## src/sv/dmip_pkg.sv

```systemverilog
// ----------------------------------------------------------------------------
// dmip_pkg
// Shared types, constants and microcode for the two-motor incremental PID.
// ----------------------------------------------------------------------------
package dmip_pkg;

  localparam int GAIN_FRAC_BITS     = 4;
  localparam int STRAIGHT_COUNT_CAP = 30;
  localparam int CNT_W              = $clog2(STRAIGHT_COUNT_CAP + 1);
  localparam int STRAIGHT_RUN_MIN   = 7;
  localparam int STRAIGHT_THRESHOLD = 10;
  localparam int DIFF_THRESHOLD     = 10;

  localparam logic signed [15:0] STOP_DRIVE      = -16'sd500;
  localparam logic signed [15:0] OPEN_LOOP_DRIVE = 16'sd4000;
  localparam logic signed [15:0] SLOW_SPEED      = 16'sd20;

  // divide by ten: reciprocal multiply, then one correction step
  localparam int             RECIP_SHIFT = 18;
  localparam int             RECIP_W     = 15;
  localparam logic [RECIP_W-1:0] RECIP_TEN = RECIP_W'((1 << RECIP_SHIFT) / 10);
  localparam int             DIV_A_W     = 19;
  localparam int             QUOT_W      = 16;

  localparam int MUL_A_W = 20;
  localparam int MUL_B_W = 17;
  localparam int PROD_W  = MUL_A_W + MUL_B_W;
  localparam int ACC_W   = 32;
  localparam int SAT_W   = ACC_W + 1;

  localparam logic signed [ACC_W-1:0] FRAC_BIAS = ACC_W'((1 << GAIN_FRAC_BITS) - 1);
  localparam logic signed [SAT_W-1:0] S16_MAX   = SAT_W'(32767);
  localparam logic signed [SAT_W-1:0] S16_MIN   = -SAT_W'(32768);

  localparam int CFG_IDX_W  = 3;
  localparam int CFG_DATA_W = 32;

  typedef enum logic [CFG_IDX_W-1:0] {
    CFG_KP, CFG_KI, CFG_KD, CFG_LIMIT, CFG_LOW, CFG_MID, CFG_HIGH
  } cfg_idx_t;

  typedef enum logic [1:0] {MODE_LOW, MODE_MID, MODE_HIGH} mode_t;

  typedef struct packed {
    logic [11:0] kp_gain;
    logic [11:0] ki_gain;
    logic [11:0] kd_gain;
    logic [14:0] drive_limit;
    logic [31:0] target_low_pair;
    logic [31:0] target_mid_pair;
    logic [31:0] target_high_pair;
  } cfg_t;

  typedef struct packed {
    logic signed [7:0]  near_error;
    logic signed [7:0]  near_error_earlier;
    logic signed [7:0]  far_error;
    logic signed [7:0]  far_error_earlier;
    logic signed [15:0] left_measured;
    logic signed [15:0] right_measured;
    logic               stop_request;
    logic               open_loop_request;
  } in_t;

  typedef struct packed {
    logic [14:0] left_forward_duty;
    logic [14:0] left_reverse_duty;
    logic [14:0] right_forward_duty;
    logic [14:0] right_reverse_duty;
    logic [1:0]  speed_mode;
  } out_t;

  // microcode fields
  typedef enum logic [2:0] {
    MUL_NONE, MUL_DIV7, MUL_DIV12, MUL_KP, MUL_KI, MUL_KD
  } mul_sel_t;
  typedef enum logic [1:0] {ACC_HOLD, ACC_LOAD, ACC_ADD} acc_op_t;
  typedef enum logic [1:0] {DW_NONE, DW_OTHER, DW_SELF} div_wr_t;
  typedef enum logic [1:0] {JC_NONE, JC_NODIFF, JC_OUTBUSY} jmp_t;

  localparam int UCODE_LEN = 18;
  localparam int PC_W      = $clog2(UCODE_LEN);

  localparam logic [PC_W-1:0] STEP_PID = PC_W'(3);
  localparam logic [PC_W-1:0] STEP_OUT = PC_W'(17);

  typedef struct packed {
    mul_sel_t        mul;
    acc_op_t         acc;
    logic            wheel;
    logic            err_en;
    logic            inc_en;
    logic            drv_en;
    div_wr_t         div_wr;
    logic            out_en;
    jmp_t            jmp;
    logic [PC_W-1:0] target;
    logic            last;
  } uword_t;

  typedef struct packed {
    logic no_diff;
    logic out_busy;
  } status_t;

  localparam uword_t UWORD_NOP = '0;

  function automatic uword_t ucode(input logic [PC_W-1:0] pc);
    uword_t w;
    w = UWORD_NOP;
    case (pc)
      5'd0: begin
        w.mul    = MUL_DIV7;
        w.jmp    = JC_NODIFF;
        w.target = STEP_PID;
      end
      5'd1: begin
        w.mul    = MUL_DIV12;
        w.div_wr = DW_OTHER;
      end
      5'd2:  w.div_wr = DW_SELF;
      5'd3:  w.err_en = 1'b1;
      5'd4:  w.mul = MUL_KP;
      5'd5: begin
        w.mul = MUL_KI;
        w.acc = ACC_LOAD;
      end
      5'd6: begin
        w.mul = MUL_KD;
        w.acc = ACC_ADD;
      end
      5'd7:  w.acc = ACC_ADD;
      5'd8:  w.inc_en = 1'b1;
      5'd9:  w.drv_en = 1'b1;
      5'd10: begin
        w.wheel  = 1'b1;
        w.err_en = 1'b1;
      end
      5'd11: begin
        w.wheel = 1'b1;
        w.mul   = MUL_KP;
      end
      5'd12: begin
        w.wheel = 1'b1;
        w.mul   = MUL_KI;
        w.acc   = ACC_LOAD;
      end
      5'd13: begin
        w.wheel = 1'b1;
        w.mul   = MUL_KD;
        w.acc   = ACC_ADD;
      end
      5'd14: begin
        w.wheel = 1'b1;
        w.acc   = ACC_ADD;
      end
      5'd15: begin
        w.wheel  = 1'b1;
        w.inc_en = 1'b1;
      end
      5'd16: begin
        w.wheel  = 1'b1;
        w.drv_en = 1'b1;
      end
      5'd17: begin
        w.out_en = 1'b1;
        w.jmp    = JC_OUTBUSY;
        w.target = STEP_OUT;
        w.last   = 1'b1;
      end
      default: w = UWORD_NOP;
    endcase
    return w;
  endfunction

  function automatic logic signed [15:0] sat16(input logic signed [SAT_W-1:0] v);
    logic signed [15:0] r;
    if (v > S16_MAX) begin
      r = 16'sh7fff;
    end else if (v < S16_MIN) begin
      r = -16'sh8000;
    end else begin
      r = v[15:0];
    end
    return r;
  endfunction

  function automatic logic [7:0] abs8(input logic signed [7:0] v);
    logic [7:0] r;
    r = v[7] ? 8'(-v) : 8'(v);
    return r;
  endfunction

endpackage

```

## src/sv/dmip_seq.sv

```systemverilog
// ----------------------------------------------------------------------------
// dmip_seq
// Step counter over the microcode ROM with conditional jumps.
// ----------------------------------------------------------------------------
module dmip_seq (
  input  logic              clk,
  input  logic              rst,
  input  logic              start,
  input  dmip_pkg::status_t status,
  output logic              busy,
  output dmip_pkg::uword_t  ctrl
);
  import dmip_pkg::*;

  logic [PC_W-1:0] pc, pc_next;
  logic            busy_next;
  logic            take;
  uword_t          word;

  always_comb begin
    word = ucode(pc);
    ctrl = busy ? word : UWORD_NOP;
    case (word.jmp)
      JC_NODIFF:  take = status.no_diff;
      JC_OUTBUSY: take = status.out_busy;
      JC_NONE:    take = 1'b0;
      default:    take = 1'b0;
    endcase
    pc_next   = pc;
    busy_next = busy;
    if (start) begin
      pc_next   = '0;
      busy_next = 1'b1;
    end else if (busy) begin
      if (take) begin
        pc_next = word.target;
      end else if (word.last) begin
        pc_next   = '0;
        busy_next = 1'b0;
      end else begin
        pc_next = pc + PC_W'(1);
      end
    end
  end

  always_ff @(posedge clk) begin
    if (rst) begin
      pc   <= '0;
      busy <= 1'b0;
    end else begin
      pc   <= pc_next;
      busy <= busy_next;
    end
  end

endmodule

```

## src/sv/dmip_dpath.sv

```systemverilog
// ----------------------------------------------------------------------------
// dmip_dpath
// Mode tracking, target selection, shared multiplier, PID datapath and
// output register.
// ----------------------------------------------------------------------------
module dmip_dpath (
  input  logic              clk,
  input  logic              rst,
  input  logic              start,
  input  dmip_pkg::in_t     in_data,
  input  dmip_pkg::cfg_t    cfg,
  input  dmip_pkg::uword_t  ctrl,
  output dmip_pkg::status_t status,
  output logic              out_valid,
  input  logic              out_stall,
  output dmip_pkg::out_t    out_data
);
  import dmip_pkg::*;

  // mode state
  logic [CNT_W-1:0] near_cnt, far_cnt, near_cnt_next, far_cnt_next;
  logic             straight_mark, turn_mark, straight_next, turn_next;
  logic             sm1, tm1;
  logic [7:0]       abs_n, abs_no, abs_f, abs_fo;
  logic             near_ok, far_ok;
  mode_t            mode_next, mode_q;
  logic [31:0]      pair;

  // request payload
  logic signed [15:0] tgt_l, tgt_r, meas_l, meas_r;
  logic               stop_q, open_q, diff_pos, diff_neg;

  // PID state
  logic signed [15:0] drive_l, drive_r;
  logic signed [15:0] hist_l0, hist_l1, hist_r0, hist_r1;
  logic signed [15:0] e0;

  // datapath
  logic signed [MUL_A_W-1:0] mul_a;
  logic signed [MUL_B_W-1:0] mul_b;
  logic signed [PROD_W-1:0]  prod;
  logic signed [ACC_W-1:0]   acc, acc_b, inc;

  logic signed [15:0] base, e1, e2, tgt_w, meas_w, drv_cur, sum16, ov, dval;
  logic               base_neg;
  logic [15:0]        base_abs;
  logic [DIV_A_W-1:0] a7, a12, div_a;
  logic [QUOT_W-1:0]  q0;
  logic [DIV_A_W:0]   rem;
  logic [QUOT_W:0]    qf;
  logic signed [QUOT_W+1:0] qs;
  logic signed [15:0] qsat;
  logic signed [16:0] d1, lim, ov17;
  logic signed [17:0] d2;

  logic               out_busy, slow;
  logic signed [15:0] neg_l, neg_r;
  out_t               out_next;

  // straight/turn tracking on the incoming request
  always_comb begin
    abs_n   = abs8(in_data.near_error);
    abs_no  = abs8(in_data.near_error_earlier);
    abs_f   = abs8(in_data.far_error);
    abs_fo  = abs8(in_data.far_error_earlier);
    near_ok = abs_n <= 8'(STRAIGHT_THRESHOLD);
    far_ok  = abs_f <= 8'(STRAIGHT_THRESHOLD);

    near_cnt_next = near_cnt;
    far_cnt_next  = far_cnt;
    if (near_ok) begin
      if (near_cnt < CNT_W'(STRAIGHT_COUNT_CAP)) near_cnt_next = near_cnt + CNT_W'(1);
      if (far_ok) begin
        if (far_cnt < CNT_W'(STRAIGHT_COUNT_CAP)) far_cnt_next = far_cnt + CNT_W'(1);
      end else begin
        far_cnt_next = '0;
      end
    end else begin
      near_cnt_next = '0;
    end

    sm1 = straight_mark;
    tm1 = turn_mark;
    if (far_cnt_next > CNT_W'(STRAIGHT_RUN_MIN) && !straight_mark &&
        near_cnt_next > CNT_W'(STRAIGHT_RUN_MIN)) begin
      sm1 = 1'b1;
      tm1 = 1'b0;
    end
    straight_next = sm1;
    turn_next     = tm1;
    if (sm1 && !tm1 &&
        ((abs_n >= 8'(STRAIGHT_THRESHOLD) && abs_no >= 8'(STRAIGHT_THRESHOLD)) ||
         (abs_f >= 8'(STRAIGHT_THRESHOLD) && abs_fo >= 8'(STRAIGHT_THRESHOLD)))) begin
      straight_next = 1'b0;
      turn_next     = 1'b1;
    end

    if (straight_next) begin
      pair      = cfg.target_high_pair;
      mode_next = MODE_HIGH;
    end else if (turn_next) begin
      pair      = cfg.target_mid_pair;
      mode_next = MODE_MID;
    end else begin
      pair      = cfg.target_low_pair;
      mode_next = MODE_LOW;
    end
  end

  // differential: |base| * 7 or 12, then divide by ten
  always_comb begin
    base     = diff_pos ? tgt_l : tgt_r;
    base_neg = base[15];
    base_abs = base_neg ? 16'(-base) : 16'(base);
    a7       = (DIV_A_W'(base_abs) << 3) - DIV_A_W'(base_abs);
    a12      = (DIV_A_W'(base_abs) << 3) + (DIV_A_W'(base_abs) << 2);
    div_a    = (ctrl.div_wr == DW_OTHER) ? a7 : a12;
    q0       = prod[RECIP_SHIFT +: QUOT_W];
    rem      = (DIV_A_W+1)'(div_a) - ((DIV_A_W+1)'(q0) << 3) - ((DIV_A_W+1)'(q0) << 1);
    qf       = (QUOT_W+1)'(q0) + ((rem >= (DIV_A_W+1)'(10)) ? (QUOT_W+1)'(1) : '0);
    qs       = base_neg ? -$signed({1'b0, qf}) : $signed({1'b0, qf});
    qsat     = sat16(SAT_W'(qs));
  end

  // multiplier operands and PID terms
  always_comb begin
    e1     = ctrl.wheel ? hist_r0 : hist_l0;
    e2     = ctrl.wheel ? hist_r1 : hist_l1;
    d1     = 17'(e0) - 17'(e1);
    d2     = 18'(e0) - (18'(e1) <<< 1) + 18'(e2);
    tgt_w  = ctrl.wheel ? tgt_r : tgt_l;
    meas_w = ctrl.wheel ? meas_r : meas_l;
    case (ctrl.mul)
      MUL_DIV7: begin
        mul_a = $signed(MUL_A_W'(a7));
        mul_b = $signed(MUL_B_W'(RECIP_TEN));
      end
      MUL_DIV12: begin
        mul_a = $signed(MUL_A_W'(a12));
        mul_b = $signed(MUL_B_W'(RECIP_TEN));
      end
      MUL_KP: begin
        mul_a = MUL_A_W'(d1);
        mul_b = $signed(MUL_B_W'(cfg.kp_gain));
      end
      MUL_KI: begin
        mul_a = MUL_A_W'(e0);
        mul_b = $signed(MUL_B_W'(cfg.ki_gain));
      end
      MUL_KD: begin
        mul_a = MUL_A_W'(d2);
        mul_b = $signed(MUL_B_W'(cfg.kd_gain));
      end
      default: begin
        mul_a = '0;
        mul_b = '0;
      end
    endcase

    acc_b   = acc + (acc[ACC_W-1] ? FRAC_BIAS : '0);
    drv_cur = ctrl.wheel ? drive_r : drive_l;
    sum16   = sat16(SAT_W'(drv_cur) + SAT_W'(inc));
    if (open_q) begin
      ov = OPEN_LOOP_DRIVE;
    end else if (stop_q) begin
      ov = STOP_DRIVE;
    end else begin
      ov = sum16;
    end
    lim  = $signed({2'b00, cfg.drive_limit});
    ov17 = 17'(ov);
    if (ov17 > lim) begin
      dval = lim[15:0];
    end else if (ov17 < -lim) begin
      dval = 16'(-lim);
    end else begin
      dval = ov;
    end
  end

  // result assembly
  always_comb begin
    out_busy = out_valid && out_stall;
    slow     = (meas_l < SLOW_SPEED) && (meas_r < SLOW_SPEED);
    neg_l    = -drive_l;
    neg_r    = -drive_r;
    out_next = '0;
    if (!slow) begin
      if (drive_l > 16'sd0) out_next.left_forward_duty = drive_l[14:0];
      else out_next.left_reverse_duty = neg_l[14:0];
      if (drive_r > 16'sd0) out_next.right_forward_duty = drive_r[14:0];
      else out_next.right_reverse_duty = neg_r[14:0];
    end
    out_next.speed_mode = mode_q;
    status.no_diff  = !(diff_pos || diff_neg);
    status.out_busy = out_busy;
  end

  always_ff @(posedge clk) begin
    if (rst) begin
      near_cnt      <= '0;
      far_cnt       <= '0;
      straight_mark <= 1'b0;
      turn_mark     <= 1'b0;
      drive_l       <= '0;
      drive_r       <= '0;
      hist_l0       <= '0;
      hist_l1       <= '0;
      hist_r0       <= '0;
      hist_r1       <= '0;
      out_valid     <= 1'b0;
    end else begin
      if (start) begin
        near_cnt      <= near_cnt_next;
        far_cnt       <= far_cnt_next;
        straight_mark <= straight_next;
        turn_mark     <= turn_next;
      end
      if (ctrl.drv_en) begin
        if (ctrl.wheel) begin
          drive_r <= dval;
          hist_r1 <= hist_r0;
          hist_r0 <= e0;
        end else begin
          drive_l <= dval;
          hist_l1 <= hist_l0;
          hist_l0 <= e0;
        end
      end
      if (ctrl.out_en && !out_busy) begin
        out_valid <= 1'b1;
      end else if (!out_stall) begin
        out_valid <= 1'b0;
      end
    end
  end

  always_ff @(posedge clk) begin
    if (start) begin
      mode_q   <= mode_next;
      tgt_l    <= $signed(pair[15:0]);
      tgt_r    <= $signed(pair[31:16]);
      meas_l   <= in_data.left_measured;
      meas_r   <= in_data.right_measured;
      stop_q   <= in_data.stop_request;
      open_q   <= in_data.open_loop_request;
      diff_pos <= in_data.far_error > 8'(DIFF_THRESHOLD);
      diff_neg <= in_data.far_error < -8'(DIFF_THRESHOLD);
    end
    case (ctrl.div_wr)
      DW_OTHER: begin
        if (diff_pos) tgt_r <= qsat;
        else tgt_l <= qsat;
      end
      DW_SELF: begin
        if (diff_pos) tgt_l <= qsat;
        else tgt_r <= qsat;
      end
      default: ;
    endcase
    if (ctrl.mul != MUL_NONE) prod <= mul_a * mul_b;
    case (ctrl.acc)
      ACC_LOAD: acc <= ACC_W'(prod);
      ACC_ADD:  acc <= acc + ACC_W'(prod);
      default:  ;
    endcase
    if (ctrl.err_en) e0 <= sat16(SAT_W'(tgt_w) - SAT_W'(meas_w));
    if (ctrl.inc_en) inc <= acc_b >>> GAIN_FRAC_BITS;
    if (ctrl.out_en && !out_busy) out_data <= out_next;
  end

endmodule

```

## src/sv/dual_motor_incremental_pid.sv

```systemverilog
// ----------------------------------------------------------------------------
// dual_motor_incremental_pid
// Two-wheel incremental PID speed controller with track-based target modes.
// ----------------------------------------------------------------------------
// One request per control tick. After a request is taken, a microcoded
// sequencer runs a shared 20x17 multiplier and accumulator through the
// left and right PID updates, with two extra multiply/divide-by-ten steps
// when the far error exceeds +-10 and the differential targets are needed.
// A new request is taken the cycle after the sequence ends; the last step
// waits while the output register still holds an untaken result.
// Configuration writes are single-cycle and should only be issued while
// idle.
module dual_motor_incremental_pid (
  input  logic                               clk,
  input  logic                               rst,
  input  logic                               in_valid,
  output logic                               in_stall,
  input  dmip_pkg::in_t                      in_data,
  output logic                               out_valid,
  input  logic                               out_stall,
  output dmip_pkg::out_t                     out_data,
  input  logic                               cfg_write,
  input  logic [dmip_pkg::CFG_IDX_W-1:0]     cfg_index,
  input  logic [dmip_pkg::CFG_DATA_W-1:0]    cfg_data
);
  import dmip_pkg::*;

  cfg_t    cfg;
  uword_t  ctrl;
  status_t status;
  logic    busy, start;

  assign in_stall = busy;
  assign start    = in_valid && !busy;

  always_ff @(posedge clk) begin
    if (rst) begin
      cfg.kp_gain          <= 12'd480;
      cfg.ki_gain          <= 12'd96;
      cfg.kd_gain          <= 12'd0;
      cfg.drive_limit      <= 15'd9000;
      cfg.target_low_pair  <= '0;
      cfg.target_mid_pair  <= '0;
      cfg.target_high_pair <= '0;
    end else if (cfg_write) begin
      case (cfg_index)
        CFG_KP:    cfg.kp_gain          <= cfg_data[11:0];
        CFG_KI:    cfg.ki_gain          <= cfg_data[11:0];
        CFG_KD:    cfg.kd_gain          <= cfg_data[11:0];
        CFG_LIMIT: cfg.drive_limit      <= cfg_data[14:0];
        CFG_LOW:   cfg.target_low_pair  <= cfg_data;
        CFG_MID:   cfg.target_mid_pair  <= cfg_data;
        CFG_HIGH:  cfg.target_high_pair <= cfg_data;
        default:   ;
      endcase
    end
  end

  dmip_seq u_seq (
    .clk    (clk),
    .rst    (rst),
    .start  (start),
    .status (status),
    .busy   (busy),
    .ctrl   (ctrl)
  );

  dmip_dpath u_dpath (
    .clk       (clk),
    .rst       (rst),
    .start     (start),
    .in_data   (in_data),
    .cfg       (cfg),
    .ctrl      (ctrl),
    .status    (status),
    .out_valid (out_valid),
    .out_stall (out_stall),
    .out_data  (out_data)
  );

  a_busy_after_accept: assert property (@(posedge clk) disable iff (rst)
    in_valid && !in_stall |=> in_stall)
    else $error("sequencer not busy after request accept");

  a_result_from_sequence: assert property (@(posedge clk) disable iff (rst)
    $rose(out_valid) |-> $past(in_stall))
    else $error("result produced without a running sequence");

  a_one_direction: assert property (@(posedge clk) disable iff (rst)
    out_valid |-> !(out_data.left_forward_duty != 15'd0 &&
                    out_data.left_reverse_duty != 15'd0) &&
                  !(out_data.right_forward_duty != 15'd0 &&
                    out_data.right_reverse_duty != 15'd0))
    else $error("forward and reverse duty both active");

endmodule

```

## config.mk

```make
export PLATFORM = sky130hd
export DESIGN_NAME = dual_motor_incremental_pid
export DESIGN_NICKNAME = d
export VERILOG_FILES = /design/src/sv/dmip_pkg.sv /design/src/sv/dmip_seq.sv /design/src/sv/dmip_dpath.sv /design/src/sv/dual_motor_incremental_pid.sv
export SDC_FILE = /design/constraint.sdc
export NUM_CORES = 2
export LEC_CHECK = 0
export ABC_AREA = 1
export BUFFER_PORTS_ARGS = -buffer_cell sky130_fd_sc_hd__clkbuf_2
export CAP_MARGIN = 5
export CORE_ASPECT_RATIO = 2
export CORE_MARGIN = 3
export CORE_UTILIZATION = 57
export CTS_CLUSTER_DIAMETER = 60
export CTS_CLUSTER_SIZE = 12
export DETAILED_ROUTE_END_ITERATION = 10
export PLACE_DENSITY_LB_ADDON = 0.25
export SLEW_MARGIN = 20
export SYNTH_ARGS = -nofsm -noshare
export SYNTH_HDL_FRONTEND = slang
export SYNTH_SLANG_ARGS = --single-unit
```

## constraint.sdc

```tcl
create_clock -name clk -period 15.3 [get_ports clk]
set_clock_uncertainty 0.1 [all_clocks]
set_input_delay 3.06 -clock clk [delete_from_list [all_inputs] [get_ports clk]]
set_output_delay 3.06 -clock clk [all_outputs]
set_load 0.05 [all_outputs]
```

# After elaboration in Yosys (flattened, before gate mapping)
# Index checks and enable logic that the tools add are counted.
[classes]
addsub = 24
mul = 1
magnitude_cmp = 25
n_eq_ne = 35
muxes = 66
bitwise = 3
n_reduce_logical = 44
[ops]
columns = ["op", "count"]
rows = [
  ["2-to-1 mux 16 bit", 22],
  ["case mux 20 bit (5 select lines)", 1],
  ["> comparator 33 x 16 -> 1 bit, second input constant", 2],
  ["less-than comparator 33 x 16 -> 1 bit, second input constant", 2],
  ["2-to-1 mux 32 bit", 2],
  ["case mux 16 bit (2 select lines)", 2],
  ["case mux 32 bit (2 select lines)", 1],
  ["case mux 15 bit (4 select lines)", 1],
  ["== test 5 x 4 -> 1 bit, second input constant", 8],
  ["2-to-1 mux 5 bit", 7],
  ["multiplier 20 x 16 -> 34 bit", 1],
  ["subtractor 16 x 16 -> 17 bit", 2],
  ["adder 32 bit", 1],
  ["adder 32 x 4 -> 32 bit", 1],
  [">= comparator 8 x 4 -> 1 bit, second input constant", 4],
  ["> comparator 16 x 1 -> 1 bit, second input constant", 2],
  ["less-than comparator 16 x 6 -> 1 bit, second input constant", 2],
  ["2-to-1 mux 8 bit", 4],
  ["negation 8 bit", 4],
  ["negation 15 bit", 2],
  ["adder 16 x 28 -> 29 bit", 1],
  ["OR reduction 2 bit", 12],
  ["== test 5 x 3 -> 1 bit, second input constant", 4],
  [">= comparator 20 x 4 -> 1 bit, second input constant", 1],
  ["49 further kinds", 109],
]
[totals]
register_bits = 504
in_bits = 106
output_inout_bits = 64

# Logic depth before layout (Yosys ltp)
[logic_depth]
ltp_word = 18
mapped_depth = 62
depth_no_buf = 59

# Cells and area by module
# From an unflattened synthesis, not the netlist that was laid out.
[unflattened]
cells_unflattened = 6804
area_unflattened_um2 = 48162.4
[by_module_without_submodules]
columns = ["module", "n_inst", "cells_per_inst", "area_each_um2"]
rows = [
  ["dmip_dpath", 1, 5854, 41658.7],
  ["dual_motor_incremental_pid", 1, 841, 5859.4],
  ["dmip_seq", 1, 109, 644.4],
]

# Least setup slack after synthesis
# No wires, ideal clock.
[synth_path]
path_kind = "register -> register"
startpoint = "reg u_seq.pc[1]"
endpoint = "reg u_dpath.prod[33] (data pin)"
t_arrival_ns = 9.764
t_required_ns = 14.933
path_slack_ns = 5.169
stages_incl_launch_ff = 46
n_path_buf = 3
period_less_slack_ns = 10.131
path_cell_list = "dfxtp_1 -> inv_1 -> ha_1 -> inv_1 -> nor2_1 -> inv_1 -> o211ai_1 -> nor3_1 -> nor2_1 -> clkbuf_1 -> buf_1 -> mux2i_1 -> fa_1 -> ha_1 -> a21oi_1 -> o21ai_0 -> nand2_1 -> o211ai_1 -> [... 10 more ...] -> inv_1 -> fa_1 -> inv_1 -> fa_1 -> inv_1 -> fa_1 -> inv_1 -> fa_1 -> inv_1 -> fa_1 -> ha_1 -> a21o_1 -> nand2_1 -> a21oi_1 -> a2111oi_0 -> nand2_1 -> xor2_1 -> xor2_1"
[synth_between]
elab_chain_cells = 9
[synth_lines]
columns = ["element", "line_no", "source"]
rows = [
  ["start, declared", "dmip_seq.sv:15", "logic [PC_W-1:0] pc, pc_next;"],
  ["start signal, assigned", "dmip_seq.sv:51", "pc <= pc_next;"],
  ["== test 5 x 4 -> 1 bit or == test 5 bit (tied branches)", "dmip_pkg.sv:111", "case (pc)"],
  ["OR reduction 7 bit (no line)", "-", ""],
  ["2-to-1 mux 1 bit", "dmip_pkg.sv:111", ""],
  ["2-to-1 mux 20 bit (*)", "dmip_seq.sv:22", "ctrl = busy ? word : UWORD_NOP;"],
  ["2-to-1 mux 16 bit", "dmip_dpath.sv:127", "e1 = ctrl.wheel ? hist_r0 : hist_l0;"],
  ["subtractor 16 x 17 -> 18 bit", "dmip_dpath.sv:130", "d2 = 18'(e0) - (18'(e1) <<< 1) + 18'(e2);"],
  ["adder 18 x 16 -> 18 bit", "dmip_dpath.sv:130", ""],
  ["case mux 20 bit (5 select lines)", "dmip_dpath.sv:133", "case (ctrl.mul)"],
  ["multiplier 20 x 16 -> 34 bit (*)", "dmip_dpath.sv:261", "if (ctrl.mul != MUL_NONE) prod <= mul_a * mul_b;"],
  ["end signal, assigned", "dmip_dpath.sv:261", ""],
  ["end, declared", "dmip_dpath.sv:41", "logic signed [PROD_W-1:0] prod;"],
]
# Every way passes the cells marked *; elsewhere a longest branch is shown, timed or not.
# A chain may end at the register's enable or synchronous reset.

# Final worst setup path
[layout_path]
startpoint = "reg u_seq.pc[0]"
endpoint = "reg u_dpath.prod[33] (data pin)"
# The elaborated chain is that of the path after synthesis.

==> results.md <==
- FP Rows: 148
- Inserted Clock Buffers: 50
- H-tree Lvls: 2
- Final WL: 165 mm
- Nets: 7363
- Fmax: 0.0873 GHz
- Area grow syn2layout: 7.21%
- Worst path max stage delay: 770 ps
- Tcrit/Tclk final: 74.9%
- Critical path class: flop to flop
- Drt pass-1 iters: 7
- Total track usage: 37.9%
- Via count: 44813
- Worst R2R End: u_dpath.prod[33]
- Most common cell in the netlist: nand2_1
- Clk sinks: 504
- RePlAce Congestion: 1.10
- Multi-input combinational cell area: 30000 um^2
- Final Slew Violations: 0
- Crit-path slowest cell: fa_1
- RR Startpoint: u_seq.pc[0]
- Final hold vios: 0
- Syn_nets: 7278
- DR iter-0 viols: 3705
- Worst EP required: 15560 ps
- # Post-CTS Setup Buffers: 0
- Core ar.: 81500 um^2
- Peak supply drop: 0.0872 mV
- HP Class: flop to flop
- Sequential area share after synthesis: 26.0%
- Clk buf depth: 3
- DIE AREA: 85900 um^2
- Starting Density: 57.5%
- Synth top cells by count: nand2_1 (1519), inv_1 (985), nor2_1 (706)
- DRT antenna net count: 0
- Netlist cell types: 75
- Vias in the first global route: 44703
- Critical Path Sink Type: flop
- Syn Std Cell Area: 46900 um^2
- Hold path start: u_dpath.mode_q[0]
- Largest net degree at the start of global routing: 111
- IO Pins: 170
- Critical path origin: u_seq.pc[0]
- Synth area leader: edfxtp_1
- Top cell by count, worst path: inv_1
- Via/cell ratio: 5.80
- Crit path launch type: flop
- Hold path depth: 0
- Share of cells above drive strength 1: 7.20%
- DRC: 0
- GRT overflow: 0
- Final min period: 11460 ps
- Unrepaired setup endpoints after global routing: no
- PD cells: 84.3 nW/um^2
- Worst skew pair latency: 640 ps
- Post-DP HPWL: 133 mm
- Crit-path max FO: 40
- Register bit total from synthesis: 504
- TNS Setup: 0 ps
- Mean Syn Cell Area: 7.15 um^2
- Tot Pwr: 4.24 mW
- Reg2reg path depth: 43
- End of the critical path: u_dpath.prod[33]
- MaxCap Viol Count: 0
- Storage cell area: 12200 um^2
- Arr. time, crit path: 11720 ps
- Number of synthesized flops with an enable pin: 210
- Most used DFF post-synth: dfxtp_1
- CTS tree: yes
- Chip height: 412 um
- Ys async rst share: 0%
- FF-to-FF setup slack: 3840 ps
- Status: finished clean
- First-pass GRT wire length: 252 mm
- Dominant cells by area after synthesis: edfxtp_1 (13%), fa_1 (13%), dfxtp_1 (13%), nand2_1 (12%), ha_1 (8.5%)
- Final setup viols: 0
- CTS root buffer: clkbuf_16
- Chip width: 209 um
- Slew HR: 20.7%
- Port bufs: 169
- Post-synth top area share: 13.5%
- Yosys warns: 0
- CTS Hold Bufs: 0
- Initial antenna violation count: 9
- Syn Inst Count: 6553
- Fillers: 7601
- Post-cts resize count: 0
- LEAKAGE: 24.5 nW
- WL/cell: 21.4 um
- Worst slew pin tran: 1190 ps
- Clock transition at path regs: 60 ps
worst max-delay path, delay by kind of cell (launching register included):
kind,cells,cell delay [ps]
XOR/XNOR,2,310
buffers and inverters,12,1790
adder cells (fa/ha/maj),11,4960
AO/OA/AOI/OAI,4,880
AND/OR/NAND/NOR,14,2760
flip-flops,1,360
kinds of logic (layout without fill, tap and decap cells):
kind of cell	after synthesis	in the layout	share of synthesized area [%]
simple gates	3018	3018	27.3
mux	21	21	0.448
flops	504	504	26.0
other cells	1	5	0.00800
buf+inv	1235	1350	10.1
compound gates	963	963	11.2
xor+xnor	192	192	3.62
fa+ha+maj	619	619	21.3
worst min path at each step:
stage	to	slack, ps
2_1_floorplan	u_dpath.out_data[0]	300
3_3_place_gp	u_dpath.out_data[1]	300
3_5_place_dp	u_dpath.out_data[0]	310
4_1_cts	u_dpath.out_data[0]	320
5_1_grt	u_dpath.out_data[0]	320
6_report	u_dpath.out_data[0]	320
metrics by stage:
| stage | hold slack [ps] | std cells | worst slack (ps) | util (%) | area, um^2 |
|---|---|---|---|---|---|
| 2_1_floorplan | 300 | 6553 | 5170 | - | 46900 |
| 3_3_place_gp | 302 | 7636 | 4080 | 59.8 | 48700 |
| 3_5_place_dp | 305 | 7636 | 3930 | 59.8 | 48700 |
| 4_1_cts | 321 | 7718 | 3850 | 61.6 | 50200 |
| 5_1_grt | 324 | 7719 | 2800 | 61.7 | 50200 |
| 6_report | 319 | 7722 | 3840 | 61.7 | 50200 |
state kept, by name (all words and copies together), names as in the netlist, 28 cells and up:
register,count
u_dpath.inc,28
u_dpath.out_data,62
cfg,147
u_dpath.prod,34
u_dpath.acc,32
layer usage:
| layer | routed length [um] | global-route usage [%] | up-vias |
|---|---|---|---|
| met2 | 83100 | 68.2 | 1903 |
| met5 | 19 | 0 | - |
| met3 | 10500 | 6.43 | 788 |
| li1 | - | - | 21156 |
| met1 | 51300 | 35.6 | 20962 |
| met4 | 20300 | 36.2 | 4 |
power by group:
group	switching (mW)	leakage, nW	internal [mW]
sequential	0.0436	4.44	1.46
clock	0.561	0.714	0.633
combinational	1.06	19.4	0.484
total	1.66	24.5	2.57
cell type report:
type / count / share of cell area (%)
diodes: 4 / 0.0199
clock buffers: 74 / 2.69
clock inverters: 8 / 0.269
inverters: 1037 / 7.77
multi-input cells: 4814 / 59.8
flip-flops and latches: 504 / 24.3
well taps: 1050 / 2.61
repair buffers: 231 / 2.61
cell usage in the layout, fill, tap and decap left out, types with 14 or more instances in the layout:
| cell type | Yosys | final |
|---|---|---|
| o21bai_1 | 15 | 14 |
| ha_1 | 319 | 319 |
| nor3_1 | 62 | 61 |
| nand3_1 | 510 | 509 |
| clkbuf_16 | 0 | 50 |
| nand4_1 | 69 | 69 |
| buf_4 | 1 | 62 |
| clkbuf_2 | 0 | 169 |
| nand2_2 | 38 | 38 |
| nor2_2 | 14 | 18 |
| inv_2 | 37 | 38 |
| xor2_1 | 129 | 128 |
| edfxtp_1 | 210 | 210 |
| nor2_1 | 706 | 701 |
| fa_1 | 300 | 300 |
| or2_2 | 25 | 25 |
| clkbuf_1 | 148 | 23 |
| mux2i_1 | 21 | 21 |
| a31oi_1 | 21 | 21 |
| nand2_1 | 1519 | 1519 |
| dfxtp_1 | 294 | 294 |
| o21ai_0 | 460 | 460 |
| inv_1 | 985 | 983 |
| o21ai_2 | 14 | 15 |
| nor4_1 | 15 | 15 |
| xnor2_1 | 61 | 61 |
| a21oi_1 | 351 | 349 |
(Power assumes the default switching activity.)
